==> src/rtl/two_axis_dda_step_generator_defines.svh <==
// Assertion macros shared by the step generator RTL.
`ifndef TWO_AXIS_DDA_STEP_GENERATOR_DEFINES_SVH
`define TWO_AXIS_DDA_STEP_GENERATOR_DEFINES_SVH

// Property must hold at every clock edge outside reset.
`define DDA_ASSERT(lbl, clk, rstn, prop, msg) \
  lbl: assert property (@(posedge clk) disable iff (!(rstn)) (prop)) else $error(msg);

// Condition must never be seen at a clock edge outside reset.
`define DDA_ASSERT_NEVER(lbl, clk, rstn, cond, msg) \
  lbl: assert property (@(posedge clk) disable iff (!(rstn)) !(cond)) else $error(msg);

`endif

==> src/rtl/dda_pkg.sv <==
// Shared types and constants of the two-axis DDA step generator.
`timescale 1ns / 1ps
`default_nettype none
package dda_pkg;

  localparam int STEP_BITS  = 16;
  localparam int TIMER_BITS = 16;
  localparam int ACC_BITS   = STEP_BITS + 1;
  localparam int PEAK_BITS  = STEP_BITS - 1;

  // Input opcodes
  localparam logic [1:0] OP_TICK  = 2'd0;
  localparam logic [1:0] OP_START = 2'd1;
  localparam logic [1:0] OP_CLEAR = 2'd2;

  typedef enum logic [1:0] {
    KIND_TICK,
    KIND_START,
    KIND_CLEAR,
    KIND_NOP
  } dda_kind_e;

  typedef struct packed {
    logic [1:0]                   op;
    logic signed [STEP_BITS-1:0]  steps_x;
    logic signed [STEP_BITS-1:0]  steps_y;
    logic [TIMER_BITS-1:0]        phase_delay;
    logic                         clear_error;
    logic                         track_relative;
  } dda_in_t;

  typedef struct packed {
    logic                         step_x;
    logic                         step_y;
    logic                         dir_x;
    logic                         dir_y;
    logic                         busy_res;
    logic                         done_res;
    logic signed [STEP_BITS-1:0]  abs_x;
    logic signed [STEP_BITS-1:0]  rel_x;
    logic signed [STEP_BITS-1:0]  rel_y;
    logic [PEAK_BITS-1:0]         max_rel_x;
  } dda_out_t;

  // Decoded command carried from the front end to the executor
  typedef struct packed {
    dda_kind_e              kind;
    logic [STEP_BITS-1:0]   count_x;
    logic [STEP_BITS-1:0]   count_y;
    logic [STEP_BITS-1:0]   major;
    logic                   neg_x;
    logic                   neg_y;
    logic [TIMER_BITS-1:0]  delay;
    logic                   clear_error;
    logic                   track_relative;
  } dda_cmd_t;

endpackage
`default_nettype wire

==> src/rtl/dda_front.sv <==
// Front end: accepts input transactions and decodes them into commands.
`timescale 1ns / 1ps
`default_nettype none
module dda_front (
  input  wire              clk_i,
  input  wire              rst_ni,
  input  wire              in_valid_i,
  output logic             in_stall_o,
  input  dda_pkg::dda_in_t in_item_i,
  output logic             push_valid_o,
  input  wire              push_stall_i,
  output dda_pkg::dda_cmd_t push_cmd_o
);
  import dda_pkg::*;

  logic [STEP_BITS-1:0] mag_x;
  logic [STEP_BITS-1:0] mag_y;
  logic                 held_q, held_d;

  // Magnitude of a two's complement count; the most negative value maps to 2^15
  function automatic logic [STEP_BITS-1:0] mag(input logic [STEP_BITS-1:0] raw);
    logic [STEP_BITS-1:0] v;
    v = raw;
    if (raw[STEP_BITS-1]) begin
      v = ~raw + {{(STEP_BITS-1){1'b0}}, 1'b1};
    end
    return v;
  endfunction

  assign in_stall_o   = push_stall_i;
  assign push_valid_o = in_valid_i;

  // Decode opcode and precompute move geometry
  always_comb begin
    mag_x = mag(in_item_i.steps_x);
    mag_y = mag(in_item_i.steps_y);
    case (in_item_i.op)
      OP_TICK:  push_cmd_o.kind = KIND_TICK;
      OP_START: push_cmd_o.kind = KIND_START;
      OP_CLEAR: push_cmd_o.kind = KIND_CLEAR;
      default:  push_cmd_o.kind = KIND_NOP;
    endcase
    push_cmd_o.count_x        = mag_x;
    push_cmd_o.count_y        = mag_y;
    push_cmd_o.major          = (mag_x > mag_y) ? mag_x : mag_y;
    push_cmd_o.neg_x          = in_item_i.steps_x[STEP_BITS-1];
    push_cmd_o.neg_y          = in_item_i.steps_y[STEP_BITS-1];
    push_cmd_o.delay          = in_item_i.phase_delay;
    push_cmd_o.clear_error    = in_item_i.clear_error;
    push_cmd_o.track_relative = in_item_i.track_relative;
  end

  // Track whether the last transaction was held off, for the stall check
  assign held_d = in_valid_i && push_stall_i;
  always_ff @(posedge clk_i or negedge rst_ni) begin
    if (!rst_ni) begin
      held_q <= 1'b0;
    end else begin
      held_q <= held_d;
    end
  end

`include "two_axis_dda_step_generator_defines.svh"

  `DDA_ASSERT(a_front_hold_valid, clk_i, rst_ni, held_q |-> in_valid_i, "sender dropped a stalled transaction")

endmodule
`default_nettype wire

==> src/rtl/dda_queue.sv <==
// Two-entry command queue between the front end and the executor.
`timescale 1ns / 1ps
`default_nettype none
module dda_queue (
  input  wire               clk_i,
  input  wire               rst_ni,
  input  wire               push_valid_i,
  output logic              push_stall_o,
  input  dda_pkg::dda_cmd_t push_cmd_i,
  output logic              pop_valid_o,
  input  wire               pop_stall_i,
  output dda_pkg::dda_cmd_t pop_cmd_o
);
  import dda_pkg::*;

  dda_cmd_t   slot_q [2];
  logic       wr_q, wr_d;
  logic       rd_q, rd_d;
  logic [1:0] cnt_q, cnt_d;
  logic       push, pop;

  assign push_stall_o = (cnt_q == 2'd2);
  assign pop_valid_o  = (cnt_q != 2'd0);
  assign pop_cmd_o    = slot_q[rd_q];
  assign push         = push_valid_i && !push_stall_o;
  assign pop          = pop_valid_o && !pop_stall_i;

  // Advance pointers and occupancy
  always_comb begin
    wr_d  = push ? ~wr_q : wr_q;
    rd_d  = pop ? ~rd_q : rd_q;
    cnt_d = cnt_q + {1'b0, push} - {1'b0, pop};
  end

  always_ff @(posedge clk_i or negedge rst_ni) begin
    if (!rst_ni) begin
      wr_q  <= 1'b0;
      rd_q  <= 1'b0;
      cnt_q <= 2'd0;
    end else begin
      wr_q  <= wr_d;
      rd_q  <= rd_d;
      cnt_q <= cnt_d;
    end
  end

  // Store pushed command
  always_ff @(posedge clk_i) begin
    if (push) begin
      slot_q[wr_q] <= push_cmd_i;
    end
  end

`include "two_axis_dda_step_generator_defines.svh"

  `DDA_ASSERT_NEVER(a_queue_overflow, clk_i, rst_ni, cnt_q == 2'd3, "queue occupancy out of range")
  `DDA_ASSERT(a_queue_ptr_gap, clk_i, rst_ni, (cnt_q == 2'd1) |-> (wr_q != rd_q), "queue pointers disagree with occupancy")

endmodule
`default_nettype wire

==> src/rtl/dda_back.sv <==
// Executor: runs the DDA timer, pulse phases and position counters.
`timescale 1ns / 1ps
`default_nettype none
module dda_back (
  input  wire               clk_i,
  input  wire               rst_ni,
  input  wire               pop_valid_i,
  output logic              pop_stall_o,
  input  dda_pkg::dda_cmd_t pop_cmd_i,
  output logic              out_valid_o,
  input  wire               out_stall_i,
  output dda_pkg::dda_out_t out_item_o
);
  import dda_pkg::*;

  // Slot phase codes
  localparam logic [1:0] PH_ACC   = 2'd0;
  localparam logic [1:0] PH_LOWER = 2'd1;
  localparam logic [1:0] PH_COUNT = 2'd2;

  logic                  active_q, active_d;
  logic [1:0]            phase_q, phase_d;
  logic [TIMER_BITS-1:0] dcnt_q, dcnt_d;
  logic [TIMER_BITS-1:0] dval_q, dval_d;
  logic [STEP_BITS-1:0]  cx_q, cx_d;
  logic [STEP_BITS-1:0]  cy_q, cy_d;
  logic [STEP_BITS-1:0]  major_q, major_d;
  logic [STEP_BITS-1:0]  slot_q, slot_d;
  logic [ACC_BITS-1:0]   accx_q, accx_d;
  logic [ACC_BITS-1:0]   accy_q, accy_d;
  logic                  negx_q, negx_d;
  logic                  negy_q, negy_d;
  logic                  track_q, track_d;
  logic [1:0]            pulse_q, pulse_d;
  logic [STEP_BITS-1:0]  absx_q, absx_d;
  logic [STEP_BITS-1:0]  relx_q, relx_d;
  logic [STEP_BITS-1:0]  rely_q, rely_d;
  logic [PEAK_BITS-1:0]  peak_q, peak_d;
  logic                  out_valid_q, out_valid_d;
  dda_out_t              out_q, out_d;

  logic                  go;
  logic                  done;
  logic [ACC_BITS-1:0]   sum_x, sum_y, major_ext;
  logic [STEP_BITS-1:0]  relx_step;
  logic [STEP_BITS-1:0]  slot_inc;

  // Step a position by one in the latched direction
  function automatic logic [STEP_BITS-1:0] bump(input logic [STEP_BITS-1:0] v,
                                                 input logic neg);
    logic [STEP_BITS-1:0] r;
    r = neg ? (v - {{(STEP_BITS-1){1'b0}}, 1'b1}) : (v + {{(STEP_BITS-1){1'b0}}, 1'b1});
    return r;
  endfunction

  // Take a command whenever the output register is free or being drained
  assign go          = pop_valid_i && !(out_valid_q && out_stall_i);
  assign pop_stall_o = out_valid_q && out_stall_i;

  assign major_ext = {1'b0, major_q};
  assign sum_x     = accx_q + {1'b0, cx_q};
  assign sum_y     = accy_q + {1'b0, cy_q};
  assign relx_step = bump(relx_q, negx_q);
  assign slot_inc  = slot_q + {{(STEP_BITS-1){1'b0}}, 1'b1};

  // Next state for the command at the head of the queue
  always_comb begin
    active_d = active_q;  phase_d = phase_q;  dcnt_d = dcnt_q;  dval_d = dval_q;
    cx_d     = cx_q;      cy_d    = cy_q;     major_d = major_q; slot_d = slot_q;
    accx_d   = accx_q;    accy_d  = accy_q;   negx_d = negx_q;   negy_d = negy_q;
    track_d  = track_q;   pulse_d = pulse_q;  absx_d = absx_q;   relx_d = relx_q;
    rely_d   = rely_q;    peak_d  = peak_q;
    done     = 1'b0;
    if (go) begin
      case (pop_cmd_i.kind)
        KIND_START: begin
          if (!active_q) begin
            cx_d    = pop_cmd_i.count_x;
            cy_d    = pop_cmd_i.count_y;
            negx_d  = pop_cmd_i.neg_x;
            negy_d  = pop_cmd_i.neg_y;
            major_d = pop_cmd_i.major;
            if (pop_cmd_i.major == '0) begin
              // zero-length move finishes at once without a slot
              done = 1'b1;
            end else begin
              if (pop_cmd_i.clear_error) begin
                accx_d = '0;
                accy_d = '0;
              end
              track_d  = pop_cmd_i.track_relative;
              dval_d   = pop_cmd_i.delay;
              dcnt_d   = '0;
              phase_d  = PH_ACC;
              slot_d   = '0;
              pulse_d  = 2'b00;
              active_d = 1'b1;
            end
          end
        end
        KIND_CLEAR: begin
          relx_d = '0;
          rely_d = '0;
          peak_d = '0;
        end
        KIND_TICK: begin
          if (active_q) begin
            if (dcnt_q >= dval_q) begin
              dcnt_d = '0;
              case (phase_q)
                PH_ACC: begin
                  accx_d = sum_x;
                  accy_d = sum_y;
                  if (sum_x >= major_ext) begin
                    pulse_d[0] = 1'b1;
                    accx_d     = sum_x - major_ext;
                    absx_d     = bump(absx_q, negx_q);
                    if (track_q) begin
                      relx_d = relx_step;
                      if (!relx_step[STEP_BITS-1] &&
                          (relx_step > {1'b0, peak_q})) begin
                        peak_d = relx_step[PEAK_BITS-1:0];
                      end
                    end
                  end
                  if (sum_y >= major_ext) begin
                    pulse_d[1] = 1'b1;
                    accy_d     = sum_y - major_ext;
                    if (track_q) begin
                      rely_d = bump(rely_q, negy_q);
                    end
                  end
                  phase_d = PH_LOWER;
                end
                PH_LOWER: begin
                  pulse_d = 2'b00;
                  phase_d = PH_COUNT;
                end
                default: begin
                  slot_d = slot_inc;
                  if (slot_inc >= major_q) begin
                    active_d = 1'b0;
                    done     = 1'b1;
                  end
                  phase_d = PH_ACC;
                end
              endcase
            end else begin
              dcnt_d = dcnt_q + {{(TIMER_BITS-1){1'b0}}, 1'b1};
            end
          end
        end
        default: begin
        end
      endcase
    end
  end

  // Build the result from the updated state
  always_comb begin
    out_d.step_x    = pulse_d[0];
    out_d.step_y    = pulse_d[1];
    out_d.dir_x     = negx_d;
    out_d.dir_y     = !negy_d;
    out_d.busy_res  = active_d;
    out_d.done_res  = done;
    out_d.abs_x     = absx_d;
    out_d.rel_x     = relx_d;
    out_d.rel_y     = rely_d;
    out_d.max_rel_x = peak_d;
    out_valid_d     = go ? 1'b1 : (out_valid_q && out_stall_i);
  end

  always_ff @(posedge clk_i or negedge rst_ni) begin
    if (!rst_ni) begin
      active_q <= 1'b0;  phase_q <= PH_ACC;  dcnt_q <= '0;  dval_q <= '0;
      cx_q     <= '0;    cy_q    <= '0;      major_q <= '0; slot_q <= '0;
      accx_q   <= '0;    accy_q  <= '0;      negx_q <= 1'b0; negy_q <= 1'b0;
      track_q  <= 1'b0;  pulse_q <= 2'b00;   absx_q <= '0;  relx_q <= '0;
      rely_q   <= '0;    peak_q  <= '0;
      out_valid_q <= 1'b0;
    end else begin
      active_q <= active_d;  phase_q <= phase_d;  dcnt_q <= dcnt_d;   dval_q <= dval_d;
      cx_q     <= cx_d;      cy_q    <= cy_d;     major_q <= major_d; slot_q <= slot_d;
      accx_q   <= accx_d;    accy_q  <= accy_d;   negx_q <= negx_d;   negy_q <= negy_d;
      track_q  <= track_d;   pulse_q <= pulse_d;  absx_q <= absx_d;   relx_q <= relx_d;
      rely_q   <= rely_d;    peak_q  <= peak_d;
      out_valid_q <= out_valid_d;
    end
  end

  // Output payload register
  always_ff @(posedge clk_i) begin
    if (go) begin
      out_q <= out_d;
    end
  end

  assign out_valid_o = out_valid_q;
  assign out_item_o  = out_q;

`include "two_axis_dda_step_generator_defines.svh"

  `DDA_ASSERT(a_busy_major, clk_i, rst_ni, active_q |-> (major_q != '0), "move active with zero major count")
  `DDA_ASSERT(a_pulse_in_move, clk_i, rst_ni, (pulse_q != 2'b00) |-> active_q, "step pulse raised outside a move")
  `DDA_ASSERT(a_slot_bound, clk_i, rst_ni, active_q |-> (slot_q < major_q), "slot count reached major count in a move")

endmodule
`default_nettype wire

==> src/rtl/two_axis_dda_step_generator.sv <==
// Top level of the two-axis DDA step pulse generator.
// Usage:
//   Input channel (in_valid_i / in_stall_o / in_item_i) carries one command per
//   transaction: a timer tick, a move start or a clear of the relative counters.
//   Output channel (out_valid_o / out_stall_i / out_item_o) returns exactly one
//   result per input transaction, in order: pulse levels, directions, busy and
//   done flags, and the absolute and relative step positions after the update.
//   Results are registered: an accepted transaction is written into the queue
//   and then executed into the output register. Throughput: one transaction
//   per cycle while the receiver does not stall; the executor updates all move
//   state at once, so ticks from a free-running time base keep pace.
//   A two-entry command queue sits between decode and execution; when the
//   receiver stalls, the output register holds its result, the executor
//   pauses, the queue fills and in_stall_o rises once it holds two commands.
//   Reset (rst_ni low, asynchronous) clears the move, timer, accumulators,
//   positions and peak, and empties the queue and output register.
//   Each step slot runs three phases of (phase_delay + 1) ticks each.
`timescale 1ns / 1ps
`default_nettype none
module two_axis_dda_step_generator (
  input  wire               clk_i,
  input  wire               rst_ni,
  input  wire               in_valid_i,
  output logic              in_stall_o,
  input  dda_pkg::dda_in_t  in_item_i,
  output logic              out_valid_o,
  input  wire               out_stall_i,
  output dda_pkg::dda_out_t out_item_o
);
  import dda_pkg::*;

  logic     push_valid, push_stall;
  dda_cmd_t push_cmd;
  logic     pop_valid, pop_stall;
  dda_cmd_t pop_cmd;

  dda_front u_front (
    .clk_i        (clk_i),
    .rst_ni       (rst_ni),
    .in_valid_i   (in_valid_i),
    .in_stall_o   (in_stall_o),
    .in_item_i    (in_item_i),
    .push_valid_o (push_valid),
    .push_stall_i (push_stall),
    .push_cmd_o   (push_cmd)
  );

  dda_queue u_queue (
    .clk_i        (clk_i),
    .rst_ni       (rst_ni),
    .push_valid_i (push_valid),
    .push_stall_o (push_stall),
    .push_cmd_i   (push_cmd),
    .pop_valid_o  (pop_valid),
    .pop_stall_i  (pop_stall),
    .pop_cmd_o    (pop_cmd)
  );

  dda_back u_back (
    .clk_i       (clk_i),
    .rst_ni      (rst_ni),
    .pop_valid_i (pop_valid),
    .pop_stall_o (pop_stall),
    .pop_cmd_i   (pop_cmd),
    .out_valid_o (out_valid_o),
    .out_stall_i (out_stall_i),
    .out_item_o  (out_item_o)
  );

endmodule
`default_nettype wire

==> config.mk <==
export PLATFORM = sky130hd
export DESIGN_NAME = two_axis_dda_step_generator
export DESIGN_NICKNAME = d
export VERILOG_FILES = /design/src/rtl/dda_pkg.sv /design/src/rtl/dda_front.sv /design/src/rtl/dda_queue.sv /design/src/rtl/dda_back.sv /design/src/rtl/two_axis_dda_step_generator.sv
export VERILOG_INCLUDE_DIRS = /design/src /design/src/rtl
export SDC_FILE = /design/constraint.sdc
export NUM_CORES = 1
export LEC_CHECK = 0
export BUFFER_PORTS_ARGS = -buffer_cell sky130_fd_sc_hd__buf_4
export CAP_MARGIN = 20
export CORE_ASPECT_RATIO = 2
export CORE_MARGIN = 3
export CORE_UTILIZATION = 50
export CTS_BUF_LIST = sky130_fd_sc_hd__clkbuf_4
export DETAILED_ROUTE_END_ITERATION = 16
export PLACE_DENSITY = 0.79
export REMOVE_ABC_BUFFERS = 1
export SYNTH_ARGS = -nofsm -noshare
export SYNTH_HDL_FRONTEND = slang
export SYNTH_HIERARCHICAL = 1
export SYNTH_SLANG_ARGS = --single-unit
==> constraint.sdc <==
create_clock -name clk_i -period 4.95 [get_ports clk_i]
set_input_delay 0.495 -clock clk_i [delete_from_list [all_inputs] [get_ports clk_i]]
set_output_delay 0.495 -clock clk_i [all_outputs]
set_load 0.01 [all_outputs]
## Word level (Yosys, flattened, before mapping)

Memories as Yosys holds them, arrays and structs flattened.
Index checks and enable logic that the tools add are counted.

- Bits in registers: 275
- Bits in writable memories: 140
- Bits of input ports: 56
- Output and inout port bits: 71
- Logic and storage cells: 191
- Memories kept: 1

Memory list:

| name | words | width | read ports | clocked after Yosys merged registers in | write ports | RTL line | source |
|---|---|---|---|---|---|---|---|
| u_queue.slot_q | 2 | 70 | 1 | 0 | 1 | dda_queue.sv:16 | `dda_cmd_t slot_q [2];` |

- $add $sub $neg: 16
- Magnitude comparators: 6
- Eq/ne operators: 13
- Multiplexer cells: 96
- Bitwise logic cells: 6
- Reductions and logical operators: 21

Operators with widths:

| cell | count |
|---|---|
| 16-bit 2-to-1 mux | 31 |
| 17-bit 2-to-1 mux | 11 |
| 16-bit case mux with 2 select lines | 4 |
| 16-bit by 1-bit adder with 16-bit output (second input constant) | 7 |
| 15-bit 2-to-1 mux | 7 |
| 17-bit case mux with 2 select lines | 2 |
| 16-bit by 1-bit subtractor with 16-bit output (second input constant) | 3 |
| 17-bit by 16-bit adder with 17-bit output | 2 |
| 17-bit by 16-bit greater-or-equal comparator with 1-bit output | 2 |
| 17-bit by 16-bit subtractor with 17-bit output | 2 |
| 16-bit greater-or-equal comparator | 2 |
| 16-bit inverter | 2 |
| 15-bit case mux with 2 select lines | 1 |
| 1-bit 2-to-1 mux | 24 |
| 2-bit 2-to-1 mux | 9 |
| 16-bit by 15-bit > comparator with 1-bit output | 1 |
| 16-bit > comparator | 1 |
| 16-bit zero test | 1 |
| 2-bit case mux with 2 select lines | 4 |
| 2-bit inequality test (second input constant) | 5 |
| 8-bit AND reduction | 1 |
| 7-bit AND reduction | 1 |
| 2-bit by 1-bit == test with 1-bit output (second input constant) | 3 |
| 2-bit == test (second input constant) | 3 |
| 15 further kinds | 29 |

## Longest topological paths before layout

Gate-level depths: netlist of the first run.

- Word-level depth: 12
- Gate-level depth with buffers: 22
- Mapped depth without buffers: 21

## By module

Netlist of the first run, hierarchy kept.

Modules (own cells, without submodules):

| module | times used | cells each | area each (um^2) | sequential area each (um^2) |
|---|---|---|---|---|
| dda_back | 1 | 1618 | 16251.8 | 7126.8 |
| dda_queue | 1 | 236 | 5610.4 | 4304.1 |
| dda_front | 1 | 199 | 1502.7 | 0.0 |

## Worst setup path after synthesis of the first run

OpenSTA, ideal clock, no wires.

- Kind: register to register
- Start: register u_back.negx_q
- End: register u_back.out_q, in the netlist u_back/out_item_o[10] (data pin)
- Setup time: 0.136 ns
- Arrival: 4.625 ns
- Required time: 4.814 ns
- Path slack: 0.189 ns
- Stages on the path, launching flop included: 21
- Path buffers: 1
- Period minus slack after synthesis: 4.761 ns
- Cells stage by stage: dfrtp_1 -> ha_1 -> nor2b_1 -> o21ai_0 -> nand2b_1 -> a21o_1 -> a31oi_1 -> inv_1 -> a31o_2 -> a21oi_1 -> xnor2_1 -> ha_1 -> and4_1 -> a21oi_1 -> nand2_1 -> a2111o_1 -> o21ai_0 -> nor3b_2 -> o211ai_4 -> buf_4 -> a22o_1

RTL lines:

| what | RTL line | source |
|---|---|---|
| from (decl) | dda_back.sv:31 | `logic negx_q, negx_d;` |
| from (signal assigned) | dda_back.sv:178 | `accx_q <= '0; accy_q <= '0; negx_q <= 1'b0; negy_q <= 1'b0;` |
| from (signal assigned) | dda_back.sv:185 | `accx_q <= accx_d; accy_q <= accy_d; negx_q <= negx_d; negy_q <= negy_d;` |
| to (signal assigned) | dda_back.sv:195 | `out_q <= out_d;` |
| to (decl) | dda_back.sv:40 | `dda_out_t out_q, out_d;` |

==> results of run 1 <==
==> routing by layer <==
layer	share of wire [%]	global-route usage (%)	up-vias
li1	-	-	7892
met1	34	20.49	8145
met2	56	43.09	524
met3	4.2	3.445	203
met4	5.8	13.84	0
met5	0	0	-
==> cells in the final DEF, fill, tap and decap left out, drive strengths merged, types with 4 or more instances in the layout <==
| cell | count |
|---|---|
| mux2i | 27 |
| a21boi | 6 |
| a31oi | 8 |
| nand2 | 179 |
| or4 | 4 |
| nor4 | 12 |
| nor2 | 118 |
| o31ai | 24 |
| o41ai | 11 |
| mux2 | 124 |
| edfxtp | 209 |
| nand2b | 19 |
| or2 | 6 |
| nor2b | 25 |
| buf | 167 |
| o21bai | 12 |
| clkinv | 42 |
| clkbuf | 132 |
| o211ai | 7 |
| o21a | 20 |
| and3 | 15 |
| or3 | 9 |
| a21oi | 106 |
| xnor2 | 81 |
| nand4b | 4 |
| fa | 7 |
| inv | 132 |
| nand4 | 19 |
| xor2 | 64 |
| diode | 6 |
| ha | 175 |
| dlygate4sd3 | 27 |
| nand3 | 37 |
| a21o | 50 |
| dfrtp | 206 |
| nor3 | 26 |
| a211oi | 9 |
| o21ai | 140 |
| a22o | 43 |
==> power groups by stage <==
stage                     registers (mW)  logic, mW  clock network (mW)
after floorplan                     5.18       4.49                   0
after global placement              5.11       6.17                   0
after detailed placement            5.15       6.37                   0
after CTS                           5.08       6.43                2.78
after global routing                5.16       7.17                2.97
final                               5.07       6.54                2.69
==> path summary, 6_finish.rpt <==
check,start,to,slack (ns),cells past startpoint
setup / recovery,u_back/cx_q[0],u_back/out_item_o[1],0.12,22
hold / removal,in_valid_i,u_queue/wr_q,0.09,3
setup reg to reg,u_back/cx_q[0],u_back/out_item_o[1],0.12,22
hold reg to reg,u_back/accy_q[11],u_back/accy_q[11],0.49,2
max in group asynchronous,rst_ni,u_back/dcnt_q[2],3.43,3
min in group asynchronous,rst_ni,u_back/absx_q[10],0.37,2
==> state kept, by name (all words and copies together) (netlist names), 17 cells and up <==
name               cells
u_back/accx_q         17
u_back/accy_q         17
u_back/out_item_o     69
u_queue/slot_q       140
==> repair_timing <==
item                                   CTS  global route
pin swaps                                0             7
setup endpoints to repair               13           125
gates resized for setup                  1            17
setup buffers                            0             3
endpoints found under the hold margin  141             0
hold buffers                            27             0
==> worst register-to-register path: cells and delay by family (launching register included) <==
| family | cells | cell delay [ns] |
|---|---|---|
| simple gates | 5 | 0.51 |
| fa+ha+maj | 3 | 0.71 |
| buf+inv | 2 | 0.28 |
| flops | 1 | 0.39 |
| xor+xnor | 1 | 0.16 |
| compound gates | 11 | 2.52 |
==> logic make-up after synthesis <==
group,after synthesis,synth area share [%]
DFF,415,48.92
adders and majority gates,182,9.971
and+or+nand+nor,486,10.01
muxes,151,8.241
xor gates and xnor gates,145,5.435
AOI/OAI and AO/OA,464,12.92
buffers and inverters,210,4.498
==> layout make-up <==
| type | instances | area (µm²) |
|---|---|---|
| Fill cell | 3751 | 19520 |
| Sequential cell | 415 | 11430 |
| Multi-Input combinational cell | 1428 | 10960 |
| Timing Repair Buffer | 195 | 1562 |
| Clock buffer | 131 | 983.4 |
| Tap cell | 621 | 777.0 |
| Inverter | 129 | 484.2 |
| Clock inverter | 47 | 235.2 |
| Antenna cell | 6 | 15.01 |
==> stage by stage <==
step | instance area (µm²) | std cells
3_5_place_dp | 24850 | 2758
3_3_place_gp | 24850 | 2758
6_report | 26450 | 2972
2_1_floorplan | 22800 | 1972
5_1_grt | 26450 | 2972
4_1_cts | 26340 | 2963
==> flow_summary.json, run 1 <==
{
  "max_freq_mhz": 207.0,
  "synth_area_um2": 23360,
  "fin_crit_ns": 4.832,
  "yosysSeqAreaShare_pct": 48.92,
  "yosys.area.top_type": "edfxtp_1",
  "cp_num_buf_inv": 2,
  "total_power_mw": 14.31,
  "cap_violations": 0,
  "drv_slew": 0,
  "clk_latency_ns": 0.81,
  "slew_headroom_pct": 35.79,
  "gp_congestion": 0.9012,
  "slowest_delay_ns": 0.39,
  "place_ws_ns": -0.002408,
  "io_buffers": 126,
  "dp_hpwl_mm": 40.58,
  "synth_flop_cell": "edfxtp_1",
  "tns_ns": 0,
  "drt_iter0_drc": 860,
  "vias": 16760,
  "via_per_inst": 5.641,
  "crit_path_cell_trace": "ha_1 > inv_1 > fa_1 > nor2b_2 > o31a_1 > o21a_1 > a21oi_1 > o21bai_1 > a21oi_1 > xnor2_1 > ha_1 > a21o_1 > a211oi_2 > nand2b_1 > a211oi_2 > o22ai_2 > a211oi_4 > nor2_1 > nand2_1 > nor3b_2 > buf_4 > a22o_1",
  "cts.root.buffer_cell": "clkbuf_4",
  "syn2layout_area_growth_pct": 13.21,
  "tritoncts": "built",
  "fin_util_pct": 57.54,
  "power.density_nw_per_um2": 541.0,
  "power.share.switching_pct": 39.16,
  "yosysMostFrequentCell": "edfxtp_1",
  "start_util_pct": 50.83,
  "core_um2": 45970,
  "grtUsageTotal_pct": 21.85,
  "wire_per_inst_um": 18.50,
  "pin_count": 127,
  "leakage_nw": 11.96,
  "cts_buffers": 94,
  "grt_pass1_wl_mm": 87.75,
  "cts_max_level": 3,
  "fp.dieW_um": 158.9,
  "layout.nets": 2501,
  "outcome": "completed",
  "synth-edff-count": 209,
  "worst_path_dominant_cell_family": "compound AO/OA/AOI/OAI gates",
  "ys_seq_elements": 415,
  "worstPathRequired_ns": 5.48,
  "synth.area.top_cells": "edfxtp_1 (27%), dfrtp_1 (22%), ha_1 (9.4%), mux2_4 (4.4%), xnor2_1 (3.0%)",
  "hold_ws_ns": 0.09447,
  "post_synth_num_cell_types": 83,
  "syn_avg_cell_area_um2": 11.38,
  "wl_mm": 54.98,
  "finalCritPeriodShare_pct": 97.62,
  "worst_slack_ns": 0.1180,
  "fp-row-count": 111,
  "path_clk_slew_ns": 0.07,
  "die_h_um": 311.7,
  "dr.pass1.iters": 7,
  "power_frac_comb_pct": 45.7,
  "async_reset_ff_share_pct": 49.64,
  "cts.sinks": 415,
  "critPathKind": "reg -> reg",
  "netlist_top_cells_count": "edfxtp_1 (209), dfrtp_1 (206), nand2_1 (178), ha_1 (175), o21ai_0 (139)",
  "worst_pin_slew_ns": 0.9631,
  "switchingPower_mw": 5.604,
  "ys_warn_count": 6,
  "endpoint_kind": "flop",
  "drc_errors": 0,
  "grt_pass1_vias": 17740,
  "ir_drop_v": 0.0002193,
  "antenna_found_initial": 5,
  "crit_path_max_fanout": 15,
  "synthCells": 2053,
  "hp-class": "in -> reg",
  "die_area_um2": 49520,
  "grt_max_degree": 94,
  "hold_viol": 0,
  "yosysTopAreaCellShare_pct": 26.86,
  "finalSetupViolCount": 0,
  "clk_path_buf_depth": 3,
  "ant_nets": 0,
  "seqPwrFrac_pct": 35.5,
  "layout-drive-gt1-share_pct": 20.72,
  "start_kind": "flop",
  "slowest_stage": "dfrtp_1",
  "cp.arrival_ns": 5.36,
  "p_int_mw": 8.705,
  "power_frac_clock_pct": 18.8,
  "finClkSkew_ns": 0.05617,
  "overflow": 0
}
Note: power is estimated with default switching activity, not from simulation.
==> run 2, diff against run 1 <==
- CTS_CLUSTER_SIZE: default -> 10
- PLACE_DENSITY: 0.79 -> 0.76
- clock period: 4.95 -> 5.55 ns (I/O delays scaled with it)
==> run 2 against run 1 <==
Hold slack worse by 0.020 ns. Sequential share of layout area up 0.45 points. Sequential cell count unchanged. Highest routed layer unchanged. Sequential power down 11%. Design area down 1.0%. Power down 11%.
==> flow_summary.json, run 2 (same netlist as run 1, synthesis figures left out) <==
{
  "outcome": "completed",
  "overflow": 0,
  "dr.pass1.iters": 5,
  "power.density_nw_per_um2": 483.9,
  "finClkSkew_ns": 0.06730,
  "finalCritPeriodShare_pct": 94.12,
  "endpoint_kind": "flop",
  "die_h_um": 311.7,
  "fp.dieW_um": 158.9,
  "vias": 16560,
  "grt_pass1_vias": 17900,
  "gp_congestion": 0.9207,
  "worst_pin_slew_ns": 1.005,
  "switchingPower_mw": 4.993,
  "max_freq_mhz": 191.4,
  "clk_path_buf_depth": 3,
  "drt_iter0_drc": 985,
  "hold_viol": 0,
  "drv_slew": 0,
  "via_per_inst": 5.636,
  "largest-register": "u_queue/slot_q",
  "grt_pass1_wl_mm": 89.32,
  "cts.sinks": 415,
  "clk_latency_ns": 0.83,
  "core_um2": 45970,
  "rsz0062_at_grt": "no",
  "fin_crit_ns": 5.224,
  "cp.arrival_ns": 5.88,
  "cap_violations": 0,
  "total_power_mw": 12.67,
  "path_clk_slew_ns": 0.07,
  "ant_nets": 0,
  "finalSetupViolCount": 0,
  "final_cell_mix": "edfxtp_1 (209), dfrtp_1 (205), nand2_1 (178)",
  "place_inst": 2740,
  "antenna_found_initial": 2,
  "hp-class": "in -> reg",
  "drc_errors": 0,
  "cts_max_level": 3,
  "postCtsSetupBuffers": 0,
  "power_frac_clock_pct": 18.8,
  "slew_headroom_pct": 32.98,
  "final_common_cell": "edfxtp_1",
  "cts.root.buffer_cell": "clkbuf_4",
  "layout.nets": 2475,
  "tritoncts": "built",
  "wire_per_inst_um": 18.91,
  "seqPwrFrac_pct": 35.7,
  "leakage_nw": 11.83,
  "critPathKind": "reg -> reg",
  "wl_mm": 55.57,
  "cts_buffers": 91,
  "p_int_mw": 7.677,
  "die_area_um2": 49520,
  "grt_max_degree": 81,
  "power.share.switching_pct": 39.41,
  "ir_drop_v": 0.0002371,
  "pin_count": 127,
  "crit_path_max_fanout": 15,
  "start_kind": "flop",
  "layout-drive-gt1-share_pct": 19.58,
  "power_frac_comb_pct": 45.5,
  "grtUsageTotal_pct": 22.38,
  "tns_ns": 0,
  "fp-row-count": 111,
  "worst_slack_ns": 0.3264,
  "largest_register_ffs": 140,
  "finalNonFillerCells": 2938,
  "io_buffers": 126,
  "worstPathRequired_ns": 6.20,
  "dp_hpwl_mm": 40.88,
  "syn2layout_area_growth_pct": 12.05,
  "start_util_pct": 50.83,
  "place_ws_ns": 0.4243
}
run 2: cell types whose count changed in the layout (fill, tap and decap cells not counted), sizes merged:
cell         previous run  this run
diode                   6         3
clkinv                 42        33
buf                   167       147
clkbuf                132       134
inv                   132       131
dlygate4sd3            27        24
run 2: layout make-up:
type,instances,area [µm²]
diodes,3,7.507
well taps,621,777.0
inverters,129,484.2
flip-flops and latches,415,11430
clock inverters,37,190.2
fillers,3752,19790
repair buffers,172,1386
multi-input cells,1428,10900
clock buffers,133,998.5
run 2: through the flow:
| step | cell area, µm² | utilization (%) | hold slack [ns] |
|---|---|---|---|
| after detailed placement | 24730 | 53.80 | 0.4626 |
| final | 26180 | 56.95 | 0.07430 |
| after global placement | 24730 | 53.80 | 0.4599 |
| after floorplan | 22800 | - | 0.2594 |
| after global routing | 26180 | 56.95 | 0.02304 |
| after CTS | 26160 | 56.91 | 0.005623 |
run 2: critical path, stage by stage, from the launching register on:
cell and delay, ns:
dfrtp_1 0.49, ha_1 0.39, nor2b_1 0.14, o21ai_0 0.18, nand2b_1 0.13, a21o_1 0.23
a31oi_1 0.34, inv_1 0.12, a31o_2 0.26, a21oi_1 0.20, xnor2_1 0.23, ha_1 0.31
and4_1 0.21, a21oi_1 0.16, nand2_1 0.07, a2111o_1 0.39, o21ai_0 0.28, buf_4 0.19
nor3b_2 0.05, o211ai_4 0.43, a22o_1 0.25
run 2: routing by layer:
layer / track usage, % / share of wire (%) / vias up
met3: 3.325 / 4.0 / 199
met1: 21.16 / 34 / 7990
li1: - / - / 7860
met4: 16.57 / 7.7 / 0
met2: 42.90 / 54 / 511
met5: 0 / 0 / -
run 2: what timing repair did:
item / CTS / global route
hold buffers: 24 / 0
endpoints found under the setup margin: 0 / 4
resized for setup: 0 / 1
endpoints found under the hold margin: 123 / 0
run 2: final timing paths:
check	end	slack, ns	cells past startpoint	start
max in group asynchronous	u_back/cx_q[11]	3.99	3	rst_ni
setup reg to reg	u_back/out_item_o[0]	0.33	20	u_back/negx_q
setup / recovery	u_back/out_item_o[0]	0.33	20	u_back/negx_q
hold reg to reg	u_back/absx_q[15]	0.48	1	u_back/absx_q[15]
min in group asynchronous	u_back/rely_q[7]	0.35	2	rst_ni
hold / removal	u_queue/slot_q[1][18]	0.07	1	in_item_i[33]
run 2: power by group through the flow:
stage / Combinational, mW / Sequential, mW / Clock (mW)
after global placement: 5.53 / 4.56 / 0
after CTS: 5.76 / 4.53 / 2.46
final: 5.77 / 4.52 / 2.38
after global routing: 6.35 / 4.60 / 2.60
after floorplan: 4.01 / 4.62 / 0
after detailed placement: 5.71 / 4.59 / 0
